## src/hdl/bgd_pkg.sv

```systemverilog
// Shared types and constants for the button gesture debouncer.
// Used by bgd_core, bgd_evq and button_gesture_debouncer_top. No dependencies.
package bgd_pkg;

   // Event codes carried in the result word
   typedef enum logic [2:0] {
      EV_PRESS   = 3'd0,
      EV_RELEASE = 3'd1,
      EV_LONG    = 3'd2,
      EV_SINGLE  = 3'd3,
      EV_DOUBLE  = 3'd4
   } event_type;

   // Configuration register indexes
   localparam logic [2:0] CSR_PRESS_LEVEL  = 3'd0;
   localparam logic [2:0] CSR_DEBOUNCE     = 3'd1;
   localparam logic [2:0] CSR_SHORT_PRESS  = 3'd2;
   localparam logic [2:0] CSR_LONG_PRESS   = 3'd3;
   localparam logic [2:0] CSR_TAP_WINDOW   = 3'd4;

   // Configuration reset values
   localparam logic        RST_PRESS_LEVEL  = 1'b0;
   localparam logic [15:0] RST_DEBOUNCE     = 16'd30;
   localparam logic [15:0] RST_SHORT_PRESS  = 16'd50;
   localparam logic [15:0] RST_LONG_PRESS   = 16'd800;
   localparam logic [15:0] RST_TAP_WINDOW   = 16'd200;

   localparam int unsigned MAX_EVENTS = 3;

   // Configuration seen by the gesture logic
   typedef struct packed {
      logic        press_level;
      logic [15:0] debounce_time;
      logic [15:0] short_press_time;
      logic [15:0] long_press_time;
      logic [15:0] double_tap_window;
   } cfg_type;

   // Events produced by one poll, in emission order
   typedef struct packed {
      logic [1:0] cnt;
      event_type  ev0;
      event_type  ev1;
      event_type  ev2;
   } ev_bundle_type;

endpackage

```

## src/hdl/bgd_core.sv

```systemverilog
// Gesture state and per-poll event decision for the button gesture debouncer.
// Depends on bgd_pkg.
module bgd_core (
   input  logic                   clock,
   input  logic                   reset,
   input  bgd_pkg::cfg_type       cfg,
   input  logic                   take,         // poll consumed this cycle
   input  logic                   pin_level,
   input  logic [31:0]            now_ms,
   output bgd_pkg::ev_bundle_type events
);

   logic        raw_prev_ff, raw_prev_in;
   logic [31:0] last_change_ff, last_change_in;
   logic        deb_pressed_ff, deb_pressed_in;
   logic [31:0] press_start_ff, press_start_in;
   logic [31:0] release_start_ff, release_start_in;
   logic [1:0]  tap_count_ff, tap_count_in;
   logic        long_rep_ff, long_rep_in;

   logic        pressed, changed, accept_chg, press_ev, rel_ev;
   logic        click, long_ev, tap_expire, single_ev, double_ev;
   logic [31:0] since_change, held, since_release;
   logic [1:0]  n;
   bgd_pkg::event_type slot [3];

   // Debounce and hold timing
   always_comb begin
      pressed       = (pin_level == cfg.press_level);
      changed       = (pressed != raw_prev_ff);
      since_change  = now_ms - last_change_ff;
      held          = now_ms - press_start_ff;
      since_release = now_ms - release_start_ff;
      // a raw change restarts the timer, so the elapsed time is zero then
      accept_chg = !changed && (since_change > {16'd0, cfg.debounce_time})
                   && (pressed != deb_pressed_ff);
      press_ev   = accept_chg && pressed;
      rel_ev     = accept_chg && !pressed;
      click      = (held < {16'd0, cfg.long_press_time})
                   && (held >= {16'd0, cfg.short_press_time});
      // a fresh press fires long only when the long time is zero
      if (press_ev) begin
         long_ev = (cfg.long_press_time == 16'd0);
      end else begin
         long_ev = !rel_ev && deb_pressed_ff && !long_rep_ff
                   && (held >= {16'd0, cfg.long_press_time});
      end
      // a release this poll restarts the tap window
      tap_expire = !rel_ev && (tap_count_ff != 2'd0)
                   && (since_release > {16'd0, cfg.double_tap_window});
      single_ev  = tap_expire && (tap_count_ff == 2'd1);
      double_ev  = tap_expire && (tap_count_ff == 2'd2);
   end

   // Pack events in order
   always_comb begin
      n       = 2'd0;
      slot[0] = bgd_pkg::EV_PRESS;
      slot[1] = bgd_pkg::EV_PRESS;
      slot[2] = bgd_pkg::EV_PRESS;
      if (accept_chg) begin
         slot[n] = press_ev ? bgd_pkg::EV_PRESS : bgd_pkg::EV_RELEASE;
         n       = n + 2'd1;
      end
      if (long_ev) begin
         slot[n] = bgd_pkg::EV_LONG;
         n       = n + 2'd1;
      end
      if (single_ev || double_ev) begin
         slot[n] = single_ev ? bgd_pkg::EV_SINGLE : bgd_pkg::EV_DOUBLE;
         n       = n + 2'd1;
      end
      events.cnt = n;
      events.ev0 = slot[0];
      events.ev1 = slot[1];
      events.ev2 = slot[2];
   end

   // Next state
   always_comb begin
      raw_prev_in      = raw_prev_ff;
      last_change_in   = last_change_ff;
      deb_pressed_in   = deb_pressed_ff;
      press_start_in   = press_start_ff;
      release_start_in = release_start_ff;
      tap_count_in     = tap_count_ff;
      long_rep_in      = long_rep_ff;
      if (take) begin
         if (changed) begin
            raw_prev_in    = pressed;
            last_change_in = now_ms;
         end
         if (accept_chg) begin
            deb_pressed_in = pressed;
         end
         if (press_ev) begin
            press_start_in = now_ms;
            long_rep_in    = 1'b0;
         end
         if (long_ev) begin
            long_rep_in = 1'b1;
         end
         if (rel_ev) begin
            release_start_in = now_ms;
            if (click && (tap_count_ff != 2'd3)) begin
               tap_count_in = tap_count_ff + 2'd1;
            end
         end else if (tap_expire) begin
            tap_count_in = 2'd0;
         end
      end
   end

   always_ff @(posedge clock) begin
      if (reset) begin
         raw_prev_ff    <= 1'b0;
         last_change_ff <= 32'd0;
         deb_pressed_ff <= 1'b0;
         press_start_ff <= 32'd0;
         tap_count_ff   <= 2'd0;
         long_rep_ff    <= 1'b0;
      end else begin
         raw_prev_ff    <= raw_prev_in;
         last_change_ff <= last_change_in;
         deb_pressed_ff <= deb_pressed_in;
         press_start_ff <= press_start_in;
         tap_count_ff   <= tap_count_in;
         long_rep_ff    <= long_rep_in;
      end
   end

   // release time is only read while a tap is pending
   always_ff @(posedge clock) begin
      release_start_ff <= release_start_in;
   end

   // A release and a tap decision never come from the same poll
   a_no_tap_on_release: assert property (@(posedge clock) disable iff (reset)
      rel_ev |-> !(single_ev || double_ev))
      else $error("tap event in the poll that released");

   // After a press the long flag is set only if the long time is zero
   a_press_long_flag: assert property (@(posedge clock) disable iff (reset)
      (take && press_ev) |=> (long_rep_ff == (cfg.long_press_time == 16'd0)))
      else $error("long flag wrong after press");

   // A pending tap implies the button is or was released
   a_tap_needs_release: assert property (@(posedge clock) disable iff (reset)
      (tap_count_ff != 2'd0 && deb_pressed_ff) |-> $past(tap_count_ff != 2'd0)
         || !$past(deb_pressed_ff))
      else $error("tap counted while held");

endmodule

```

## src/hdl/bgd_evq.sv

```systemverilog
// Event queue: takes up to three event words per poll, drains one per cycle
// while out_ready is high. Depends on bgd_pkg.
module bgd_evq #(
   parameter int unsigned DEPTH = 8
) (
   input  logic                   clock,
   input  logic                   reset,
   input  logic                   push,
   input  bgd_pkg::ev_bundle_type events,
   output logic                   room,        // space for a full poll's words
   output logic                   out_valid,
   input  logic                   out_ready,
   output bgd_pkg::event_type     out_event,
   output logic                   out_last
);

   localparam int unsigned PTR_W = $clog2(DEPTH);
   localparam int unsigned CNT_W = $clog2(DEPTH + 1);
   localparam logic [CNT_W-1:0] ROOM_LIMIT = CNT_W'(DEPTH - bgd_pkg::MAX_EVENTS);
   localparam logic [PTR_W:0]   DEPTH_W    = (PTR_W + 1)'(DEPTH);

   bgd_pkg::event_type mem_ev_ff   [DEPTH];
   logic               mem_last_ff [DEPTH];
   logic [PTR_W-1:0]   wr_ptr_ff, wr_ptr_in, rd_ptr_ff, rd_ptr_in;
   logic [CNT_W-1:0]   count_ff, count_in;
   logic [1:0]         push_cnt;
   logic               pop;
   bgd_pkg::event_type in_ev [3];
   logic [PTR_W-1:0]   wr_idx [3];

   // Pointer plus a small offset, wrapped at the depth
   function automatic logic [PTR_W-1:0] ptr_add(input logic [PTR_W-1:0] p,
                                                input logic [1:0] k);
      logic [PTR_W:0] s;
      s = {1'b0, p} + (PTR_W + 1)'(k);
      if (s >= DEPTH_W) begin
         s = s - DEPTH_W;
      end
      return s[PTR_W-1:0];
   endfunction

   always_comb begin
      in_ev[0]  = events.ev0;
      in_ev[1]  = events.ev1;
      in_ev[2]  = events.ev2;
      push_cnt  = push ? events.cnt : 2'd0;
      pop       = out_valid && out_ready;
      for (int i = 0; i < 3; i++) begin
         wr_idx[i] = ptr_add(wr_ptr_ff, 2'(i));
      end
      wr_ptr_in = ptr_add(wr_ptr_ff, push_cnt);
      rd_ptr_in = pop ? ptr_add(rd_ptr_ff, 2'd1) : rd_ptr_ff;
      count_in  = count_ff + CNT_W'(push_cnt) - CNT_W'(pop);
   end

   assign room      = (count_ff <= ROOM_LIMIT);
   assign out_valid = (count_ff != '0);
   assign out_event = mem_ev_ff[rd_ptr_ff];
   assign out_last  = mem_last_ff[rd_ptr_ff];

   // Storage writes
   always_ff @(posedge clock) begin
      for (int i = 0; i < 3; i++) begin
         if (2'(i) < push_cnt) begin
            mem_ev_ff[wr_idx[i]]   <= in_ev[i];
            mem_last_ff[wr_idx[i]] <= (2'(i) == push_cnt - 2'd1);
         end
      end
   end

   always_ff @(posedge clock) begin
      if (reset) begin
         wr_ptr_ff <= '0;
         rd_ptr_ff <= '0;
         count_ff  <= '0;
      end else begin
         wr_ptr_ff <= wr_ptr_in;
         rd_ptr_ff <= rd_ptr_in;
         count_ff  <= count_in;
      end
   end

   a_count_bound: assert property (@(posedge clock) disable iff (reset)
      count_ff <= CNT_W'(DEPTH))
      else $error("event queue overflow");

   a_push_has_room: assert property (@(posedge clock) disable iff (reset)
      (push_cnt != 2'd0) |-> room)
      else $error("push without room");

   a_count_tracks: assert property (@(posedge clock) disable iff (reset)
      (push_cnt == 2'd0 && !pop) |=> $stable(count_ff))
      else $error("count moved while idle");

endmodule

```

## src/hdl/button_gesture_debouncer_top.sv

```systemverilog
// Top level of the button gesture debouncer: poll input register, configuration
// registers, gesture core and event queue. Depends on bgd_pkg, bgd_core, bgd_evq.

// Each poll word (pin level, millisecond timestamp) is taken into an input
// register and decided by the gesture core once the queue has room; the 0 to 3
// event words it causes (press/release, long press, single/double tap, in that
// order, the last one flagged by rsp_tlast) enter the event queue and appear on
// the result side from the cycle after that, one word per cycle while rsp_tready
// is high. A poll can be accepted every cycle; the only stall comes from the
// event queue, which takes a poll only while it has room for three words
// (QUEUE_DEPTH entries), so a sustained stream of polls that each cause several
// events is limited to one event word per cycle by the result port. The user
// writes configuration only while no poll is in flight; it is not enforced.
module button_gesture_debouncer_top #(
   parameter int unsigned QUEUE_DEPTH = 8
) (
   input  logic        clock,
   input  logic        reset,
   // poll input
   input  logic        req_tvalid,
   output logic        req_tready,
   input  logic [39:0] req_tdata,   // [0] pin_level, [32:1] now_ms, rest zero
   // event output
   output logic        rsp_tvalid,
   input  logic        rsp_tready,
   output logic [7:0]  rsp_tdata,   // [2:0] event_res, rest zero
   output logic        rsp_tlast,   // last_of_run
   // configuration writes
   input  logic        csr_we,
   input  logic [2:0]  csr_index,
   input  logic [15:0] csr_wdata
);

   bgd_pkg::cfg_type       cfg_ff, cfg_in;
   bgd_pkg::ev_bundle_type events;
   bgd_pkg::event_type     out_event;
   logic                   poll_valid_ff, poll_valid_in;
   logic                   poll_level_ff;
   logic [31:0]            poll_now_ff;
   logic                   room, take, req_take;

   // Configuration registers
   always_comb begin
      cfg_in = cfg_ff;
      if (csr_we) begin
         case (csr_index)
            bgd_pkg::CSR_PRESS_LEVEL:  cfg_in.press_level       = csr_wdata[0];
            bgd_pkg::CSR_DEBOUNCE:     cfg_in.debounce_time     = csr_wdata;
            bgd_pkg::CSR_SHORT_PRESS:  cfg_in.short_press_time  = csr_wdata;
            bgd_pkg::CSR_LONG_PRESS:   cfg_in.long_press_time   = csr_wdata;
            bgd_pkg::CSR_TAP_WINDOW:   cfg_in.double_tap_window = csr_wdata;
            default:                   cfg_in = cfg_ff;
         endcase
      end
   end

   always_ff @(posedge clock) begin
      if (reset) begin
         cfg_ff.press_level       <= bgd_pkg::RST_PRESS_LEVEL;
         cfg_ff.debounce_time     <= bgd_pkg::RST_DEBOUNCE;
         cfg_ff.short_press_time  <= bgd_pkg::RST_SHORT_PRESS;
         cfg_ff.long_press_time   <= bgd_pkg::RST_LONG_PRESS;
         cfg_ff.double_tap_window <= bgd_pkg::RST_TAP_WINDOW;
      end else begin
         cfg_ff <= cfg_in;
      end
   end

   // Poll input register; refilled in the cycle the core consumes it
   assign take       = poll_valid_ff && room;
   assign req_tready = !poll_valid_ff || take;
   assign req_take   = req_tvalid && req_tready;

   always_comb begin
      poll_valid_in = poll_valid_ff;
      if (req_take) begin
         poll_valid_in = 1'b1;
      end else if (take) begin
         poll_valid_in = 1'b0;
      end
   end

   always_ff @(posedge clock) begin
      if (reset) begin
         poll_valid_ff <= 1'b0;
      end else begin
         poll_valid_ff <= poll_valid_in;
      end
   end

   always_ff @(posedge clock) begin
      if (req_take) begin
         poll_level_ff <= req_tdata[0];
         poll_now_ff   <= req_tdata[32:1];
      end
   end

   bgd_core u_core (
      .clock     (clock),
      .reset     (reset),
      .cfg       (cfg_ff),
      .take      (take),
      .pin_level (poll_level_ff),
      .now_ms    (poll_now_ff),
      .events    (events)
   );

   bgd_evq #(
      .DEPTH (QUEUE_DEPTH)
   ) u_evq (
      .clock     (clock),
      .reset     (reset),
      .push      (take),
      .events    (events),
      .room      (room),
      .out_valid (rsp_tvalid),
      .out_ready (rsp_tready),
      .out_event (out_event),
      .out_last  (rsp_tlast)
   );

   assign rsp_tdata = {5'd0, out_event};

endmodule

```

## config.mk

```make
export PLATFORM = sky130hd
export DESIGN_NAME = button_gesture_debouncer_top
export DESIGN_NICKNAME = d
export VERILOG_FILES = /design/src/hdl/bgd_pkg.sv /design/src/hdl/bgd_core.sv /design/src/hdl/bgd_evq.sv /design/src/hdl/button_gesture_debouncer_top.sv
export SDC_FILE = /design/constraint.sdc
export NUM_CORES = 1
export LEC_CHECK = 0
export ABC_AREA = 1
export BUFFER_PORTS_ARGS = -buffer_cell sky130_fd_sc_hd__buf_2
export CAP_MARGIN = 15
export CELL_PAD_IN_SITES_DETAIL_PLACEMENT = 1
export CELL_PAD_IN_SITES_GLOBAL_PLACEMENT = 2
export CORE_MARGIN = 2
export CORE_UTILIZATION = 33
export CTS_BUF_LIST = sky130_fd_sc_hd__clkbuf_4
export DETAILED_ROUTE_END_ITERATION = 8
export GPL_TIMING_DRIVEN = 0
export PLACE_DENSITY = 0.91
export SLEW_MARGIN = 5
export SYNTH_ARGS = -nofsm -noshare
export SYNTH_HDL_FRONTEND = slang
export SYNTH_HIERARCHICAL = 1
export SYNTH_SLANG_ARGS = --single-unit
```

## constraint.sdc

```tcl
create_clock -name clock -period 5.2 [get_ports clock]
set_input_delay 0.78 -clock clock [delete_from_list [all_inputs] [get_ports clock]]
set_output_delay 0.78 -clock clock [all_outputs]
set_load 0.01 [all_outputs]
```

=== Word level (Yosys, flattened, before mapping) ===
Memory sizes are Yosys's and may differ from the RTL's. A register that Yosys moved wholly into a read port is not among the register bits.
Cells that the tools add are included.
Widths: inputs -> output; s select.

* Bits in registers: 210
* Bits in writable memories: 32
* Bits of input ports: 64
* Output and inout bits: 11
* Logic and storage cells: 155
* Memories kept: 2

{| class="wikitable"
|+ Memory list
! name !! depth !! width !! read ports !! clocked after memory_dff !! wr ports !! RTL line !! RTL
|-
| u_evq.mem_ev_ff || 8 || 3 || 1 || 1 || 3 || bgd_evq.sv:22 || <nowiki>bgd_pkg::event_type mem_ev_ff [DEPTH];</nowiki>
|-
| u_evq.mem_last_ff || 8 || 1 || 1 || 1 || 3 || bgd_evq.sv:23 || <nowiki>logic mem_last_ff [DEPTH];</nowiki>
|}

* Add/sub/neg operators: 18
* Order comparisons: 18
* Eq/ne operators: 13
* Multiplexer cells: 37
* Bitwise logic cells: 5
* Reduce and logical (&&, ||, !) cells: 44

{| class="wikitable"
|+ Operator list
! kind !! number
|-
| $sub 32x32->32 || 3
|-
| $ge 32x16->1 || 2
|-
| $gt 32x16->1 || 2
|-
| $mux 3 || 13
|-
| $lt 32x16->1 || 1
|-
| $reduce_and 2->1 || 10
|-
| $logic_and 1x1->1 || 18
|-
| $mux 9 || 2
|-
| $ge 4x4->1 const B || 4
|-
| $logic_not 16->1 || 1
|-
| $sub 3x1->3 const B || 5
|-
| $mux 1 || 13
|-
| $demux 3 s2 || 2
|-
| $mux 2 || 6
|-
| $bwmux 9 || 1
|-
| $add 3x1->4 const B || 2
|-
| $reduce_bool 2->1 || 4
|-
| $and 6x6->6 || 1
|-
| $eq 3x2->1 const B || 2
|-
| $ge 3x3->1 const B || 2
|-
| $lt 3x1->1 const B || 2
|-
| $not 6->6 || 1
|-
| $logic_not 1->1 || 5
|-
| $add 2x1->2 const B || 2
|-
| 27 further kinds || 31
|}

=== Depth between registers and ports, before layout ===
* Depth after elaboration: 19
* Depth in mapped cells: 43
* Depth with buffers taken out: 42

=== Hierarchy ===
The synthesis kept the hierarchy.

{| class="wikitable"
|+ By module, submodules not included
! module !! times used !! cells an instance !! area each (um^2) !! sequential area each (um^2)
|-
| bgd_core || 1 || 2211 || 12896.1 || 2342.2
|-
| button_gesture_debouncer_top || 1 || 420 || 3762.4 || 2312.2
|-
| bgd_evq || 1 || 394 || 2972.9 || 1221.2
|}

=== Worst setup path after synthesis ===
No wires, ideal clock.

* Kind: register to register
* Start: reg poll_now_ff[0]
* End: reg u_evq.count_ff[2]
* Arrival: 4.964 ns
* Required time: 5.072 ns
* Slack: 0.108 ns
* Cell stages (with the launch flop): 42
* Cell sequence: edfxtp_1 -> inv_1 -> ha_1 -> inv_1 -> fa_1 -> nand3_1 -> nand3_1 -> nand2_1 -> nand2_1 -> nand2_1 -> nand2_1 -> xor2_1 -> ha_1 -> nand2_1 -> inv_1 -> nand3_1 -> inv_1 -> a21oi_1 -> [... 6 more ...] -> nand3_1 -> nand3_1 -> nand2_1 -> nand2_1 -> inv_1 -> ha_1 -> inv_1 -> nand2_1 -> nand2_1 -> nand2_1 -> clkbuf_1 -> inv_1 -> nand2_1 -> nand2_1 -> ha_1 -> fa_1 -> xnor2_1 -> nor2_1

{| class="wikitable"
|+ RTL lines
! element !! RTL line !! RTL
|-
| from (decl) || button_gesture_debouncer_top.sv:39 || <nowiki>logic [31:0] poll_now_ff;</nowiki>
|-
| from (signal assigned) || button_gesture_debouncer_top.sv:94 || <nowiki>poll_now_ff <= req_tdata[32:1];</nowiki>
|-
| to (signal assigned) || bgd_evq.sv:79 || <nowiki>count_ff <= count_in;</nowiki>
|-
| to (decl) || bgd_evq.sv:25 || <nowiki>logic [CNT_W-1:0] count_ff, count_in;</nowiki>
|}

==> reports/metrics.csv <==
metric,value,unit
grt_first_pass_wirelength,108600,µm
worst_setup_path_end_kind,flip-flop,
fin_ws,-0.1227,ns
synth_seq_cells,245,
place_area,20990,µm²
whs,0.1072,ns
drv_slew,0,
drt-initial-drc-count,1136,
seq_area_frac_synth,0.2993,
clk_latency,0.86,ns
fin_crit,5.323,ns
max_clock_freq,187.9,MHz
rsz0062_at_grt,true,
crit_top_cell,nand2_2,
cts-buffers-inserted,74,
core_area,58910,µm²
pre_cts_ws,-1.938,ns
cts_root_buffer,clkbuf_4,
leakage,12.23,nW
r2r_start,poll_now_ff[3]$_DFFE_PP_,
setup_viol,5,
cap_violations,0,
holdBufCountCts,0,
power_density,294.8,nW/µm²
period_share,1.024,
synth_edf_count,97,
num_rows,89,
status,"complete, but fails checks",
path_clk_slew,0.08,ns
viasPerCell,4.924,
syn_area,19630,µm²
drive_gt1_frac,0.2055,
critPathLaunchType,flip-flop,
cts_tree,built,
cp_data_required_time,5.96,ns
dr.pass1.iters,5,
drc,0,
syn_area_per_cell,6.490,µm²
grt_pass1_vias,20550,
hpwl,53180,µm
crit_end,u_evq/count_ff[1]$_SDFF_PP0_,
ys.flop_type,dfxtp_1,
cp-startpoint,poll_now_ff[3]$_DFFE_PP_,
drt-wirelength-per-cell,17.42,µm
fin_setup_tns,-0.2850,ns
final_area,24670,µm²
htreeDepth,3,
gr-total-overflow,0,
nets,3544,
ir_drop,191.8,µV
io_buffer_count,62,
place_congestion,0.8566,
async_flop_share,0,
die_area,61460,µm²
cts_buffer_depth,3,
antenna_found_initial,4,
postRouteWirelength,72070,µm
grt_max_degree,33,
worst-path-max-fanout,6,
worst_pin_slew,0.7128,ns
crit_type,flip-flop to flip-flop,
place_inst,3866,
synthCells,3025,
final_hold_viol_count,0,
area.growth.synth_to_final,25.67,%
cpPeakStageDelay,0.53,ns
antenna_left,0,
clock_skew,0.09102,ns
vias,20370,
r2r-end,u_evq/count_ff[1]$_SDFF_PP0_,
dieWidth,247.9,µm
synth_cell_types,50,
pin_count,75,
final_cells,4137,
cts_sinks,245,
ys_top_cells_by_area,"nand2_1 (18%), dfxtp_1 (15%), edfxtp_1 (15%)",
track_usage,0.2270,
min_path_type,input pin to flip-flop,
die_y,247.9,µm
slew-limit-headroom,0.5248,
arrival,6.08,ns
reg2reg_depth,35,
yosysTopAreaCell,nand2_1,
violations,negative setup slack,
synth_top_cell_area_share,0.1757,
rrSetupSlack,-0.12,ns
crit_path_top_delay_cell,fa_2,
start_util,0.3333,
yosysWarnings,6,
==> state kept, by name (all words and copies together), names as in the netlist, named ones only <==
name	count
u_evq/mem_last_ff	8
u_evq/rd_ptr_ff	3
u_core/release_start_ff	32
u_evq/count_ff	4
poll_valid_ff	1
poll_level_ff	1
u_evq/mem_ev_ff	24
u_core/long_rep_ff	1
cfg_ff	65
u_core/tap_count_ff	2
u_core/press_start_ff	32
u_core/last_change_ff	32
u_core/raw_prev_ff	1
poll_now_ff	32
u_evq/wr_ptr_ff	3
u_core/deb_pressed_ff	1
==> placed cells by master (no fill, tap or decap), types with 7 or more instances in the layout <==
| cell type | instances |
|---|---|
| a21oi_1 | 151 |
| a21oi_2 | 17 |
| and2_1 | 9 |
| buf_2 | 73 |
| buf_4 | 133 |
| buf_6 | 27 |
| clkbuf_1 | 19 |
| clkbuf_4 | 106 |
| clkinv_1 | 17 |
| dfxtp_1 | 148 |
| edfxtp_1 | 97 |
| ha_1 | 125 |
| ha_4 | 44 |
| inv_1 | 541 |
| inv_2 | 21 |
| nand2_1 | 848 |
| nand2_2 | 77 |
| nand2_4 | 22 |
| nand3_1 | 179 |
| nand3_2 | 27 |
| nand3_4 | 18 |
| nand3b_1 | 15 |
| nand4_1 | 48 |
| nor2_1 | 284 |
| nor2_2 | 25 |
| nor2_4 | 18 |
| nor3_1 | 17 |
| o21ai_0 | 93 |
| o21ai_1 | 24 |
| o21bai_1 | 7 |
| xor2_1 | 22 |
| xor2_2 | 14 |
==> per-stage QoR <==
step           power [mW]    util
2_1_floorplan       3.968       -
3_3_place_gp        4.649  0.3552
3_5_place_dp        4.723  0.3563
4_1_cts             6.918  0.3974
5_1_grt             7.817  0.4187
6_report            7.274  0.4188
==> critical path: cells and delay by family, from the launching register on <==
kind	cells	cell delay, ns
compound gates	3	0.47
fa+ha+maj	5	1.60
flops	1	0.44
xor+xnor	1	0.25
simple gates	22	2.02
buf+inv	4	0.45
==> how the worst min path moves through the flow <==
stage,end,cells past startpoint,start,slack [ns]
after global routing,poll_now_ff[3]$_DFFE_PP_,1,req_tdata[4],0.06
after CTS,poll_now_ff[16]$_DFFE_PP_,1,req_tdata[17],0.06
final,poll_now_ff[1]$_DFFE_PP_,1,req_tdata[2],0.11
after floorplan,u_core/last_change_ff[0]$_SDFFE_PP0P_,2,u_core/last_change_ff[0]$_SDFFE_PP0P_,0.43
after global placement,u_core/last_change_ff[0]$_SDFFE_PP0P_,2,u_core/last_change_ff[0]$_SDFFE_PP0P_,0.44
after detailed placement,u_core/last_change_ff[0]$_SDFFE_PP0P_,2,u_core/last_change_ff[0]$_SDFFE_PP0P_,0.45
==> per-layer routing <==
layer,vias to the layer above,share of wire,GRT usage
met3,127,0.049,0.03233
met2,465,0.48,0.3874
met5,-,0,0
li1,10070,-,-
met1,9712,0.44,0.2939
met4,0,0.029,0.07274
==> synth_stat cells (4+ instances only) <==
library cell	instances
a21o_1	4
a21oi_1	166
a21oi_2	7
and2_1	9
buf_2	11
buf_4	20
buf_6	9
clkbuf_1	20
dfxtp_1	148
edfxtp_1	97
fa_1	5
ha_1	174
inv_1	555
inv_2	8
nand2_1	919
nand2_2	24
nand2_4	5
nand3_1	218
nand3_2	6
nand3b_1	15
nand4_1	48
nor2_1	306
nor2_2	14
nor2_4	7
nor3_1	20
nor3_2	4
nor4_1	4
o21ai_0	97
o21ai_1	22
o21bai_1	7
xnor2_1	7
xor2_1	42
==> logic make-up after synthesis <==
kind of cell / after synthesis / share of synthesized area
buffers and inverters: 633 / 0.1311
XOR/XNOR: 49 / 0.02186
adder cells (fa/ha/maj): 179 / 0.1160
flip-flops: 245 / 0.2993
other: 1 / 0.0001910
AO/OA/AOI/OAI: 312 / 0.08381
AND/OR/NAND/NOR: 1606 / 0.3477
==> power breakdown <==
group	switching (mW)	total (mW)	leakage, nW	internal, mW
registers	0.105	2.23	2.09	2.12
clock network	0.934	1.88	0.550	0.945
logic	1.95	3.17	9.58	1.22
total	2.99	7.27	12.2	4.29
==> layout make-up <==
class / count / area, µm²
fill: 7608 / 34240
tap: 773 / 967.2
multi-input combinational: 2151 / 12860
timing repair buffer: 196 / 1425
clock inverter: 27 / 125.1
antenna: 6 / 15.01
sequential: 245 / 5876
buffer: 64 / 445.4
clock buffer: 106 / 795.8
inverter: 569 / 2163
==> what timing repair did <==
action / in CTS / in global routing
gates cloned: 0 / 1
setup buffers: 85 / 47
pin swaps: 47 / 90
resized for setup: 157 / 197
endpoints found under the setup margin: 71 / 70
Note: power is estimated with default switching activity, not from simulation.
